--- src/design/drect_pkg.sv ---
package drect_pkg;

	// Item kinds carried in the kind field
	typedef enum logic [1:0] {
		KIND_MARK      = 2'd0,
		KIND_MARK_ALL  = 2'd1,
		KIND_FLIP      = 2'd2,
		KIND_FLIP_FULL = 2'd3
	} kind_t;

	// Configuration register indexes
	localparam logic [1:0] CFG_ENABLED       = 2'd0;
	localparam logic [1:0] CFG_SCREEN_WIDTH  = 2'd1;
	localparam logic [1:0] CFG_SCREEN_HEIGHT = 2'd2;

	localparam int CFG_INDEX_W = 2;
	localparam int CFG_DATA_W  = 16;
	localparam int COORD_W     = 16;
	localparam int RECT_W      = 18;

	localparam logic [COORD_W-1:0] SCREEN_WIDTH_RST  = 16'd1920;
	localparam logic [COORD_W-1:0] SCREEN_HEIGHT_RST = 16'd1080;

	// Rectangle after clipping to the screen; edges valid only when not empty
	typedef struct packed {
		logic               empty;
		logic [COORD_W-1:0] left;
		logic [COORD_W-1:0] top;
		logic [COORD_W-1:0] right;
		logic [COORD_W-1:0] bottom;
	} clip_rect_t;

endpackage

--- src/design/drect_in_if.sv ---
interface drect_in_if import drect_pkg::*; ();
	logic                     valid;
	logic                     ready;
	logic [1:0]               kind;
	logic signed [RECT_W-1:0] rect_x;
	logic signed [RECT_W-1:0] rect_y;
	logic signed [RECT_W-1:0] rect_w;
	logic signed [RECT_W-1:0] rect_h;

	modport source (output valid, kind, rect_x, rect_y, rect_w, rect_h, input ready);
	modport sink (input valid, kind, rect_x, rect_y, rect_w, rect_h, output ready);
endinterface

--- src/design/drect_out_if.sv ---
interface drect_out_if import drect_pkg::*; ();
	logic               valid;
	logic               ready;
	logic [COORD_W-1:0] present_x;
	logic [COORD_W-1:0] present_y;
	logic [COORD_W-1:0] present_w;
	logic [COORD_W-1:0] present_h;

	modport source (output valid, present_x, present_y, present_w, present_h, input ready);
	modport sink (input valid, present_x, present_y, present_w, present_h, output ready);
endinterface

--- src/design/drect_clip.sv ---
module drect_clip import drect_pkg::*; (
	input  logic signed [RECT_W-1:0] rect_x,
	input  logic signed [RECT_W-1:0] rect_y,
	input  logic signed [RECT_W-1:0] rect_w,
	input  logic signed [RECT_W-1:0] rect_h,
	input  logic [COORD_W-1:0]       screen_width,
	input  logic [COORD_W-1:0]       screen_height,
	output clip_rect_t               clip
);

	logic signed [RECT_W:0] x1, y1, x2_raw, y2_raw, x2, y2, sw, sh;

	// Far edges (exclusive), one bit wider to hold the sum
	assign x2_raw = {rect_x[RECT_W-1], rect_x} + {rect_w[RECT_W-1], rect_w};
	assign y2_raw = {rect_y[RECT_W-1], rect_y} + {rect_h[RECT_W-1], rect_h};
	assign sw     = signed'({{(RECT_W+1-COORD_W){1'b0}}, screen_width});
	assign sh     = signed'({{(RECT_W+1-COORD_W){1'b0}}, screen_height});

	// Raise near edges to zero, lower far edges to the screen size
	assign x1 = rect_x[RECT_W-1] ? '0 : {1'b0, rect_x};
	assign y1 = rect_y[RECT_W-1] ? '0 : {1'b0, rect_y};
	assign x2 = (x2_raw > sw) ? sw : x2_raw;
	assign y2 = (y2_raw > sh) ? sh : y2_raw;

	// When not empty all edges lie within [0, screen size]
	assign clip.empty  = (x1 >= x2) || (y1 >= y2);
	assign clip.left   = x1[COORD_W-1:0];
	assign clip.top    = y1[COORD_W-1:0];
	assign clip.right  = x2[COORD_W-1:0];
	assign clip.bottom = y2[COORD_W-1:0];

endmodule

--- src/design/drect_box.sv ---
module drect_box import drect_pkg::*; (
	input  logic               clk,
	input  logic               arst_n,
	input  logic               valid_s1,
	input  logic [1:0]         kind_s1,
	input  clip_rect_t         clip,
	input  logic               enabled,
	input  logic [COORD_W-1:0] screen_width,
	input  logic [COORD_W-1:0] screen_height,
	input  logic               out_ready,
	output logic               done_s1,
	output logic               out_valid,
	output logic [COORD_W-1:0] present_x,
	output logic [COORD_W-1:0] present_y,
	output logic [COORD_W-1:0] present_w,
	output logic [COORD_W-1:0] present_h
);

	logic               box_valid_q;
	logic [COORD_W-1:0] box_left_q, box_top_q, box_right_q, box_bottom_q;
	logic               out_valid_q;
	logic [COORD_W-1:0] px_q, py_q, pw_q, ph_q;

	logic need_out, stall, mark_hit;

	// A flip needs the result register; other kinds never wait
	assign need_out = enabled && (kind_s1 == KIND_FLIP || kind_s1 == KIND_FLIP_FULL);
	assign stall    = valid_s1 && need_out && out_valid_q && !out_ready;
	assign done_s1  = valid_s1 && !stall;
	assign mark_hit = enabled && kind_s1 == KIND_MARK && !clip.empty;

	// Box state
	always_ff @(posedge clk or negedge arst_n) begin
		if (!arst_n) begin
			box_valid_q  <= 1'b0;
			box_left_q   <= '0;
			box_top_q    <= '0;
			box_right_q  <= '0;
			box_bottom_q <= '0;
		end else if (done_s1 && enabled) begin
			case (kind_s1)
				KIND_MARK: begin
					if (!clip.empty) begin
						box_valid_q <= 1'b1;
						if (!box_valid_q || clip.left < box_left_q)
							box_left_q <= clip.left;
						if (!box_valid_q || clip.top < box_top_q)
							box_top_q <= clip.top;
						if (!box_valid_q || clip.right > box_right_q)
							box_right_q <= clip.right;
						if (!box_valid_q || clip.bottom > box_bottom_q)
							box_bottom_q <= clip.bottom;
					end
				end
				KIND_MARK_ALL: begin
					box_valid_q  <= 1'b1;
					box_left_q   <= '0;
					box_top_q    <= '0;
					box_right_q  <= screen_width;
					box_bottom_q <= screen_height;
				end
				default: begin
					box_valid_q <= 1'b0;
				end
			endcase
		end
	end

	// Result register
	always_ff @(posedge clk or negedge arst_n) begin
		if (!arst_n) begin
			out_valid_q <= 1'b0;
		end else if (done_s1 && need_out) begin
			out_valid_q <= 1'b1;
		end else if (out_ready) begin
			out_valid_q <= 1'b0;
		end
	end

	always_ff @(posedge clk) begin
		if (done_s1 && need_out) begin
			if (kind_s1 == KIND_FLIP && box_valid_q) begin
				px_q <= box_left_q;
				py_q <= box_top_q;
				pw_q <= box_right_q - box_left_q;
				ph_q <= box_bottom_q - box_top_q;
			end else begin
				px_q <= '0;
				py_q <= '0;
				pw_q <= screen_width;
				ph_q <= screen_height;
			end
		end
	end

	assign out_valid = out_valid_q;
	assign present_x = px_q;
	assign present_y = py_q;
	assign present_w = pw_q;
	assign present_h = ph_q;

	// Checks
	a_flip_gives_result: assert property (@(posedge clk) disable iff (!arst_n)
		done_s1 && need_out |=> out_valid_q)
		else $error("flip did not load a result");

	a_flip_clears_box: assert property (@(posedge clk) disable iff (!arst_n)
		done_s1 && need_out |=> !box_valid_q)
		else $error("flip left the box marked");

	a_mark_sets_box: assert property (@(posedge clk) disable iff (!arst_n)
		done_s1 && mark_hit |=> box_valid_q)
		else $error("visible mark did not set the box");

	a_box_ordered: assert property (@(posedge clk) disable iff (!arst_n)
		box_valid_q |-> (box_left_q <= box_right_q) && (box_top_q <= box_bottom_q))
		else $error("box edges out of order");

endmodule

--- src/design/dirty_rect_accumulator.sv ---
// Dirty-rectangle accumulator.
// in_ch (valid/ready) takes one request per cycle unless stalled: kind selects
// mark rectangle, mark whole screen, flip, or flip full; rect_* give origin and
// signed size. out_ch (valid/ready) gives one request per flip or flip-full:
// the region to present as x, y, width, height. Mark requests give no result.
// Configuration: cfg_we writes cfg_data into register cfg_index (0 enabled,
// 1 screen width, 2 screen height) at a rising edge; write only while idle.
// Path: an accepted request is worked on in the input register, and a flip's
// result is then loaded from there into the output register, which drives
// out_ch. Throughput: one request per cycle while no flip stalls, set by the
// single input register feeding the box update and the result register.
// Stall: when the result register is full and out_ch is not taken, a flip
// waits in the input register and in_ch drops ready; marks pass on freely.
// Reset (arst_n low): box cleared, block disabled, screen 1920 x 1080, both
// channels empty. While disabled every request is taken and dropped.
module dirty_rect_accumulator import drect_pkg::*; (
	input  logic                   clk,
	input  logic                   arst_n,
	drect_in_if.sink               in_ch,
	drect_out_if.source            out_ch,
	input  logic                   cfg_we,
	input  logic [CFG_INDEX_W-1:0] cfg_index,
	input  logic [CFG_DATA_W-1:0]  cfg_data
);

	logic                     enabled_q;
	logic [COORD_W-1:0]       screen_width_q, screen_height_q;
	logic                     valid_s1;
	logic [1:0]               kind_s1;
	logic signed [RECT_W-1:0] rect_x_s1, rect_y_s1, rect_w_s1, rect_h_s1;
	logic                     done_s1;
	clip_rect_t               clip;

	// Configuration registers
	always_ff @(posedge clk or negedge arst_n) begin
		if (!arst_n) begin
			enabled_q       <= 1'b0;
			screen_width_q  <= SCREEN_WIDTH_RST;
			screen_height_q <= SCREEN_HEIGHT_RST;
		end else if (cfg_we) begin
			case (cfg_index)
				CFG_ENABLED:       enabled_q       <= cfg_data[0];
				CFG_SCREEN_WIDTH:  screen_width_q  <= cfg_data[COORD_W-1:0];
				CFG_SCREEN_HEIGHT: screen_height_q <= cfg_data[COORD_W-1:0];
				default: ;
			endcase
		end
	end

	// Input register
	assign in_ch.ready = !valid_s1 || done_s1;

	always_ff @(posedge clk or negedge arst_n) begin
		if (!arst_n) begin
			valid_s1 <= 1'b0;
		end else if (in_ch.ready) begin
			valid_s1 <= in_ch.valid;
		end
	end

	always_ff @(posedge clk) begin
		if (in_ch.valid && in_ch.ready) begin
			kind_s1   <= in_ch.kind;
			rect_x_s1 <= in_ch.rect_x;
			rect_y_s1 <= in_ch.rect_y;
			rect_w_s1 <= in_ch.rect_w;
			rect_h_s1 <= in_ch.rect_h;
		end
	end

	drect_clip u_clip (
		.rect_x        (rect_x_s1),
		.rect_y        (rect_y_s1),
		.rect_w        (rect_w_s1),
		.rect_h        (rect_h_s1),
		.screen_width  (screen_width_q),
		.screen_height (screen_height_q),
		.clip          (clip)
	);

	drect_box u_box (
		.clk           (clk),
		.arst_n        (arst_n),
		.valid_s1      (valid_s1),
		.kind_s1       (kind_s1),
		.clip          (clip),
		.enabled       (enabled_q),
		.screen_width  (screen_width_q),
		.screen_height (screen_height_q),
		.out_ready     (out_ch.ready),
		.done_s1       (done_s1),
		.out_valid     (out_ch.valid),
		.present_x     (out_ch.present_x),
		.present_y     (out_ch.present_y),
		.present_w     (out_ch.present_w),
		.present_h     (out_ch.present_h)
	);

endmodule
--- src/flat_wrapper.sv ---
// flat-port wrapper written by rule: the top's interface ports become plain ports
module dirty_rect_accumulator_flat import drect_pkg::*;
  (clk, arst_n, cfg_we, cfg_index, cfg_data, in_ch_valid, in_ch_kind, in_ch_rect_x, in_ch_rect_y, in_ch_rect_w, in_ch_rect_h, in_ch_ready, out_ch_valid, out_ch_present_x, out_ch_present_y, out_ch_present_w, out_ch_present_h, out_ch_ready);
  drect_in_if in_ch_i ();
  drect_out_if out_ch_i ();
  input  logic clk;
  input  logic arst_n;
  input  logic cfg_we;
  input  logic [CFG_INDEX_W-1:0] cfg_index;
  input  logic [CFG_DATA_W-1:0] cfg_data;
  input wire logic [$bits(in_ch_i.valid)-1:0] in_ch_valid;
  input wire logic [$bits(in_ch_i.kind)-1:0] in_ch_kind;
  input wire logic [$bits(in_ch_i.rect_x)-1:0] in_ch_rect_x;
  input wire logic [$bits(in_ch_i.rect_y)-1:0] in_ch_rect_y;
  input wire logic [$bits(in_ch_i.rect_w)-1:0] in_ch_rect_w;
  input wire logic [$bits(in_ch_i.rect_h)-1:0] in_ch_rect_h;
  output wire logic [$bits(in_ch_i.ready)-1:0] in_ch_ready;
  output wire logic [$bits(out_ch_i.valid)-1:0] out_ch_valid;
  output wire logic [$bits(out_ch_i.present_x)-1:0] out_ch_present_x;
  output wire logic [$bits(out_ch_i.present_y)-1:0] out_ch_present_y;
  output wire logic [$bits(out_ch_i.present_w)-1:0] out_ch_present_w;
  output wire logic [$bits(out_ch_i.present_h)-1:0] out_ch_present_h;
  input wire logic [$bits(out_ch_i.ready)-1:0] out_ch_ready;
  assign in_ch_i.valid = in_ch_valid;
  assign in_ch_i.kind = in_ch_kind;
  assign in_ch_i.rect_x = in_ch_rect_x;
  assign in_ch_i.rect_y = in_ch_rect_y;
  assign in_ch_i.rect_w = in_ch_rect_w;
  assign in_ch_i.rect_h = in_ch_rect_h;
  assign in_ch_ready = in_ch_i.ready;
  assign out_ch_valid = out_ch_i.valid;
  assign out_ch_present_x = out_ch_i.present_x;
  assign out_ch_present_y = out_ch_i.present_y;
  assign out_ch_present_w = out_ch_i.present_w;
  assign out_ch_present_h = out_ch_i.present_h;
  assign out_ch_i.ready = out_ch_ready;
  dirty_rect_accumulator u_core (.clk(clk), .arst_n(arst_n), .in_ch(in_ch_i), .out_ch(out_ch_i), .cfg_we(cfg_we), .cfg_index(cfg_index), .cfg_data(cfg_data));
endmodule
--- config.mk ---
export PLATFORM = sky130hd
export DESIGN_NAME = dirty_rect_accumulator_flat
export DESIGN_NICKNAME = d
export VERILOG_FILES = /design/src/design/drect_pkg.sv /design/src/design/drect_in_if.sv /design/src/design/drect_out_if.sv /design/src/design/drect_clip.sv /design/src/design/drect_box.sv /design/src/design/dirty_rect_accumulator.sv /design/src/flat_wrapper.sv
export SDC_FILE = /design/constraint.sdc
export NUM_CORES = 1
export LEC_CHECK = 0
export BUFFER_PORTS_ARGS = -buffer_cell sky130_fd_sc_hd__buf_2
export CAP_MARGIN = 40
export CORE_MARGIN = 10
export CORE_UTILIZATION = 60
export CTS_BUF_LIST = sky130_fd_sc_hd__clkbuf_16
export DETAILED_ROUTE_END_ITERATION = 7
export PLACE_DENSITY = 0.81
export SLEW_MARGIN = 15
export SYNTH_ARGS = -nofsm -noshare
export SYNTH_HDL_FRONTEND = slang
export SYNTH_SLANG_ARGS = --single-unit
--- constraint.sdc ---
create_clock -name clk -period 7.9 [get_ports clk]
set_input_delay 0.395 -clock clk [delete_from_list [all_inputs] [get_ports clk]]
set_output_delay 0.395 -clock clk [all_outputs]
set_load 0.05 [all_outputs]
==> flow_summary.yaml <==
timing:
  fin_crit_sh: 0.929
  fin_tns_setup_ns: 0
  worst_slew_pin_slew_ns: 0.803
  timing.fmax_mhz: 136
  hold_viol_final: 0
  fin_crit_ns: 7.34
  maxSlewViolCount: 0
  setup_ws_ns: 0.562
  relSlewSlack: 0.465
  rsz0062_at_grt: "false"
  fin_skew_ns: 0.0105
  setup_viol: 0
pwr:
  powerDensity_mw_per_mm2: 310
  vdd_drop_max_mv: 0.220
  p_leak_nw: 8.43
die:
  initial_core_util: 0.608
  rows: 59
  die_w_um: 182
  die_area_mm2: 0.0332
  coreArea_mm2: 0.0260
  die_h_um: 182
  num_io_pins: 163
cts:
  clk_root_buffer_cell: "clkbuf_16"
  clock-sinks: 238
  cts_tree: "done"
  clk_latency_ns: 0.53
  numCtsBuffers: 27
  clk_pin_slew_ns: 0.06
  clock_path_buffers: 3
  cts_max_level: 1
grt:
  grt_pass1_vias: 12000
  grt_max_degree: 75
  grt_first_pass_wirelength_um: 65600
  gr-total-overflow: 0
  antenna_found_initial: 0
  grtUsageTotal: 0.243
synth:
  synth_fp_nets: 1799
  synth-xor-area-share: 0.0222
  synth.top_cell.area_share: 0.262
  async_flop_share: 0.420
  synth_mux_area_frac: 0.102
  synth_top_cells_by_area: "edfxtp_1, ha_1, dfrtp_1"
  yosys.cell_count.top_type: "ha_1"
  synth-seq-cells: 238
  synthesis.area_mm2: 0.0158
  yosysUniqueCellTypes: 67
  synthSimpleGateAreaFrac: 0.126
  synth_warnings: 0
  synthAdderAreaFrac: 0.158
  synth_compound_area_frac: 0.122
  yosysTopAreaCell: "edfxtp_1"
  synth_common_cells: "ha_1, inv_1, edfxtp_1, nor2_1, dfrtp_1"
  netlist_instances: 1505
  yosysSeqAreaShare: 0.421
  synth_top_family_by_area: "adder cells"
  ys.flop_type: "edfxtp_1"
  syn_avg_cell_area_um2: 10.5
  synth_edf_count: 138
setup_path:
  r2r-end: "u_core.u_box.box_top_q[3]"
  r2r_slack_ns: 0.56
  rr_startpoint: "u_core.rect_x_s1[0]"
  crit_required_ns: 8.32
  cp-end-kind: "flip-flop"
  critPathMaxStageDelay_ns: 0.44
  cp.arrival_ns: 7.76
  cp_slowest_cell: "a211oi_4"
  cp_max_fo: 16
  r2r_cells: 31
  criticalPathCategory: "reg -> reg"
  crit_path_start_kind: "flip-flop"
drt:
  first_pass_iters: 6
  via_per_inst: 5.86
  drt_iter0_drc: 1008
  route.vias.total: 12000
  wire_per_inst_um: 20.3
  drc: 0
  antenna_left: 0
  wl_um: 41400
min_path:
  hold_path_depth: 1
  hold_path_class: "in -> reg"
  holdPathEnd: "u_core.rect_x_s1[17]"
  hp-start: "in_ch_rect_x[17]"
final_layout:
  post-route-util: 0.694
  drive_above_1_share: 0.199
  fillers: 1963
  syn2layout_area_growth_pct: 14.2
  num_antenna_cells: 0
  layout.nets: 1981
place:
  gp_congestion: 0.922
  portBuffers: 162
  pre_cts_slack_ns: 0.702
  place_hpwl_um: 32000
flow_run:
  cap_violations: 0
status:
  status: "finished, final reports clean"
-- cell families (layout without fill, tap and decap cells) --
family,Yosys count,after routing
AND/OR/NAND/NOR,394,394
AO/OA/AOI/OAI,297,297
flip-flops,238,238
adder cells (fa/ha/maj),197,197
buffers and inverters,192,394
multiplexers,147,147
XOR/XNOR,40,40
-- how the worst max path moves through the flow --
stage / start / endpoint / slack (ns) / cells past startpoint
6_report: u_core.rect_x_s1[0] / u_core.u_box.box_top_q[3] / 0.56 / 31
5_1_grt: u_core.rect_w_s1[0] / u_core.u_box.box_top_q[3] / 0.05 / 31
4_1_cts: u_core.rect_w_s1[1] / u_core.u_box.box_bottom_q[2] / 0.65 / 32
3_5_place_dp: u_core.rect_w_s1[1] / u_core.u_box.box_left_q[8] / 0.70 / 33
3_3_place_gp: u_core.rect_x_s1[0] / u_core.u_box.box_left_q[11] / 0.89 / 30
2_1_floorplan: u_core.rect_x_s1[0] / u_core.u_box.box_left_q[0] / 1.26 / 32
-- critical path: cells and delay by family (launching register included) --
kind / cells / cell delay (ns)
AO/OA/AOI/OAI: 12 / 2.81
AND/OR/NAND/NOR: 7 / 1.20
multiplexers: 2 / 0.61
XOR/XNOR: 1 / 0.27
buffers and inverters: 5 / 0.82
flip-flops: 1 / 0.35
adder cells (fa/ha/maj): 4 / 1.16
-- what timing repair did --
action | in CTS | in global routing
hold endpoints to repair | 39 | 0
buffers inserted | 0 | 6
resized for setup | 0 | 1
hold buffers | 1 | 0
endpoints found under the setup margin | 0 | 11
-- where the power goes --
group          switching (mW)  internal [mW]
registers               0.184           1.56
clock network           0.509          0.786
logic                    1.49           1.06
-- cells in the final DEF, fill, tap and decap left out, types with 22 or more instances in the layout --
master       n
mux2_2      67
nor2b_1     81
nand2b_1    22
o21ai_0     73
clkbuf_16   27
buf_4       22
xnor2_1     25
nor2_1     116
nand2_1     71
nand3_1     23
inv_1      161
mux2i_1     69
a21oi_1     81
ha_1       193
dfrtp_1     92
o21a_1      26
edfxtp_1   138
buf_2      161
-- flip-flops by register name, summed over array words and instances (netlist names) --
signal                     flops
u_core.u_box.box_right_q      16
u_core.screen_height_q        16
u_core.u_box.out_valid         1
u_core.u_box.box_valid_q       1
u_core.rect_h_s1              18
u_core.kind_s1                 2
u_core.enabled_q               1
u_core.u_box.present_w        16
u_core.u_box.box_left_q       16
u_core.u_box.present_x        16
u_core.u_box.present_y        16
u_core.u_box.present_h        16
u_core.u_box.box_top_q        16
u_core.u_box.box_bottom_q     16
u_core.screen_width_q         16
u_core.rect_x_s1              18
u_core.rect_y_s1              18
u_core.rect_w_s1              18
u_core.valid_s1                1
-- area by class of cell --
class / instances / area [um^2] / area share
Clock inverter: 22 / 241 / 0.0134
Sequential cell: 238 / 6660 / 0.369
Clock buffer: 27 / 676 / 0.0375
Tap cell: 335 / 419 / 0.0232
Inverter: 158 / 593 / 0.0329
Multi-Input combinational cell: 1075 / 8420 / 0.467
Timing Repair Buffer: 187 / 1020 / 0.0568
-- metal layers --
metal / global-route usage / up-vias / part of all wire
met1: 0.349 / 5677 / 0.46
met5: 0 / - / 0
met3: 0.0471 / 70 / 0.076
met4: 0.0644 / 0 / 0.021
met2: 0.366 / 462 / 0.44
li1: - / 5752 / -
-- per-stage QoR --
stage               hold slack [ns]  power [mW]  instance area [um^2]  instances
global placement              0.434        4.14                 17000       1982
global route                 0.0121        5.98                 18000       2042
detailed placement            0.447        4.23                 17000       1984
CTS                          0.0132        5.55                 17900       2034
finish                       0.0315        5.59                 18000       2042
floorplan                    0.0994        3.56                 15800       1505
(Power assumes the default switching activity.)
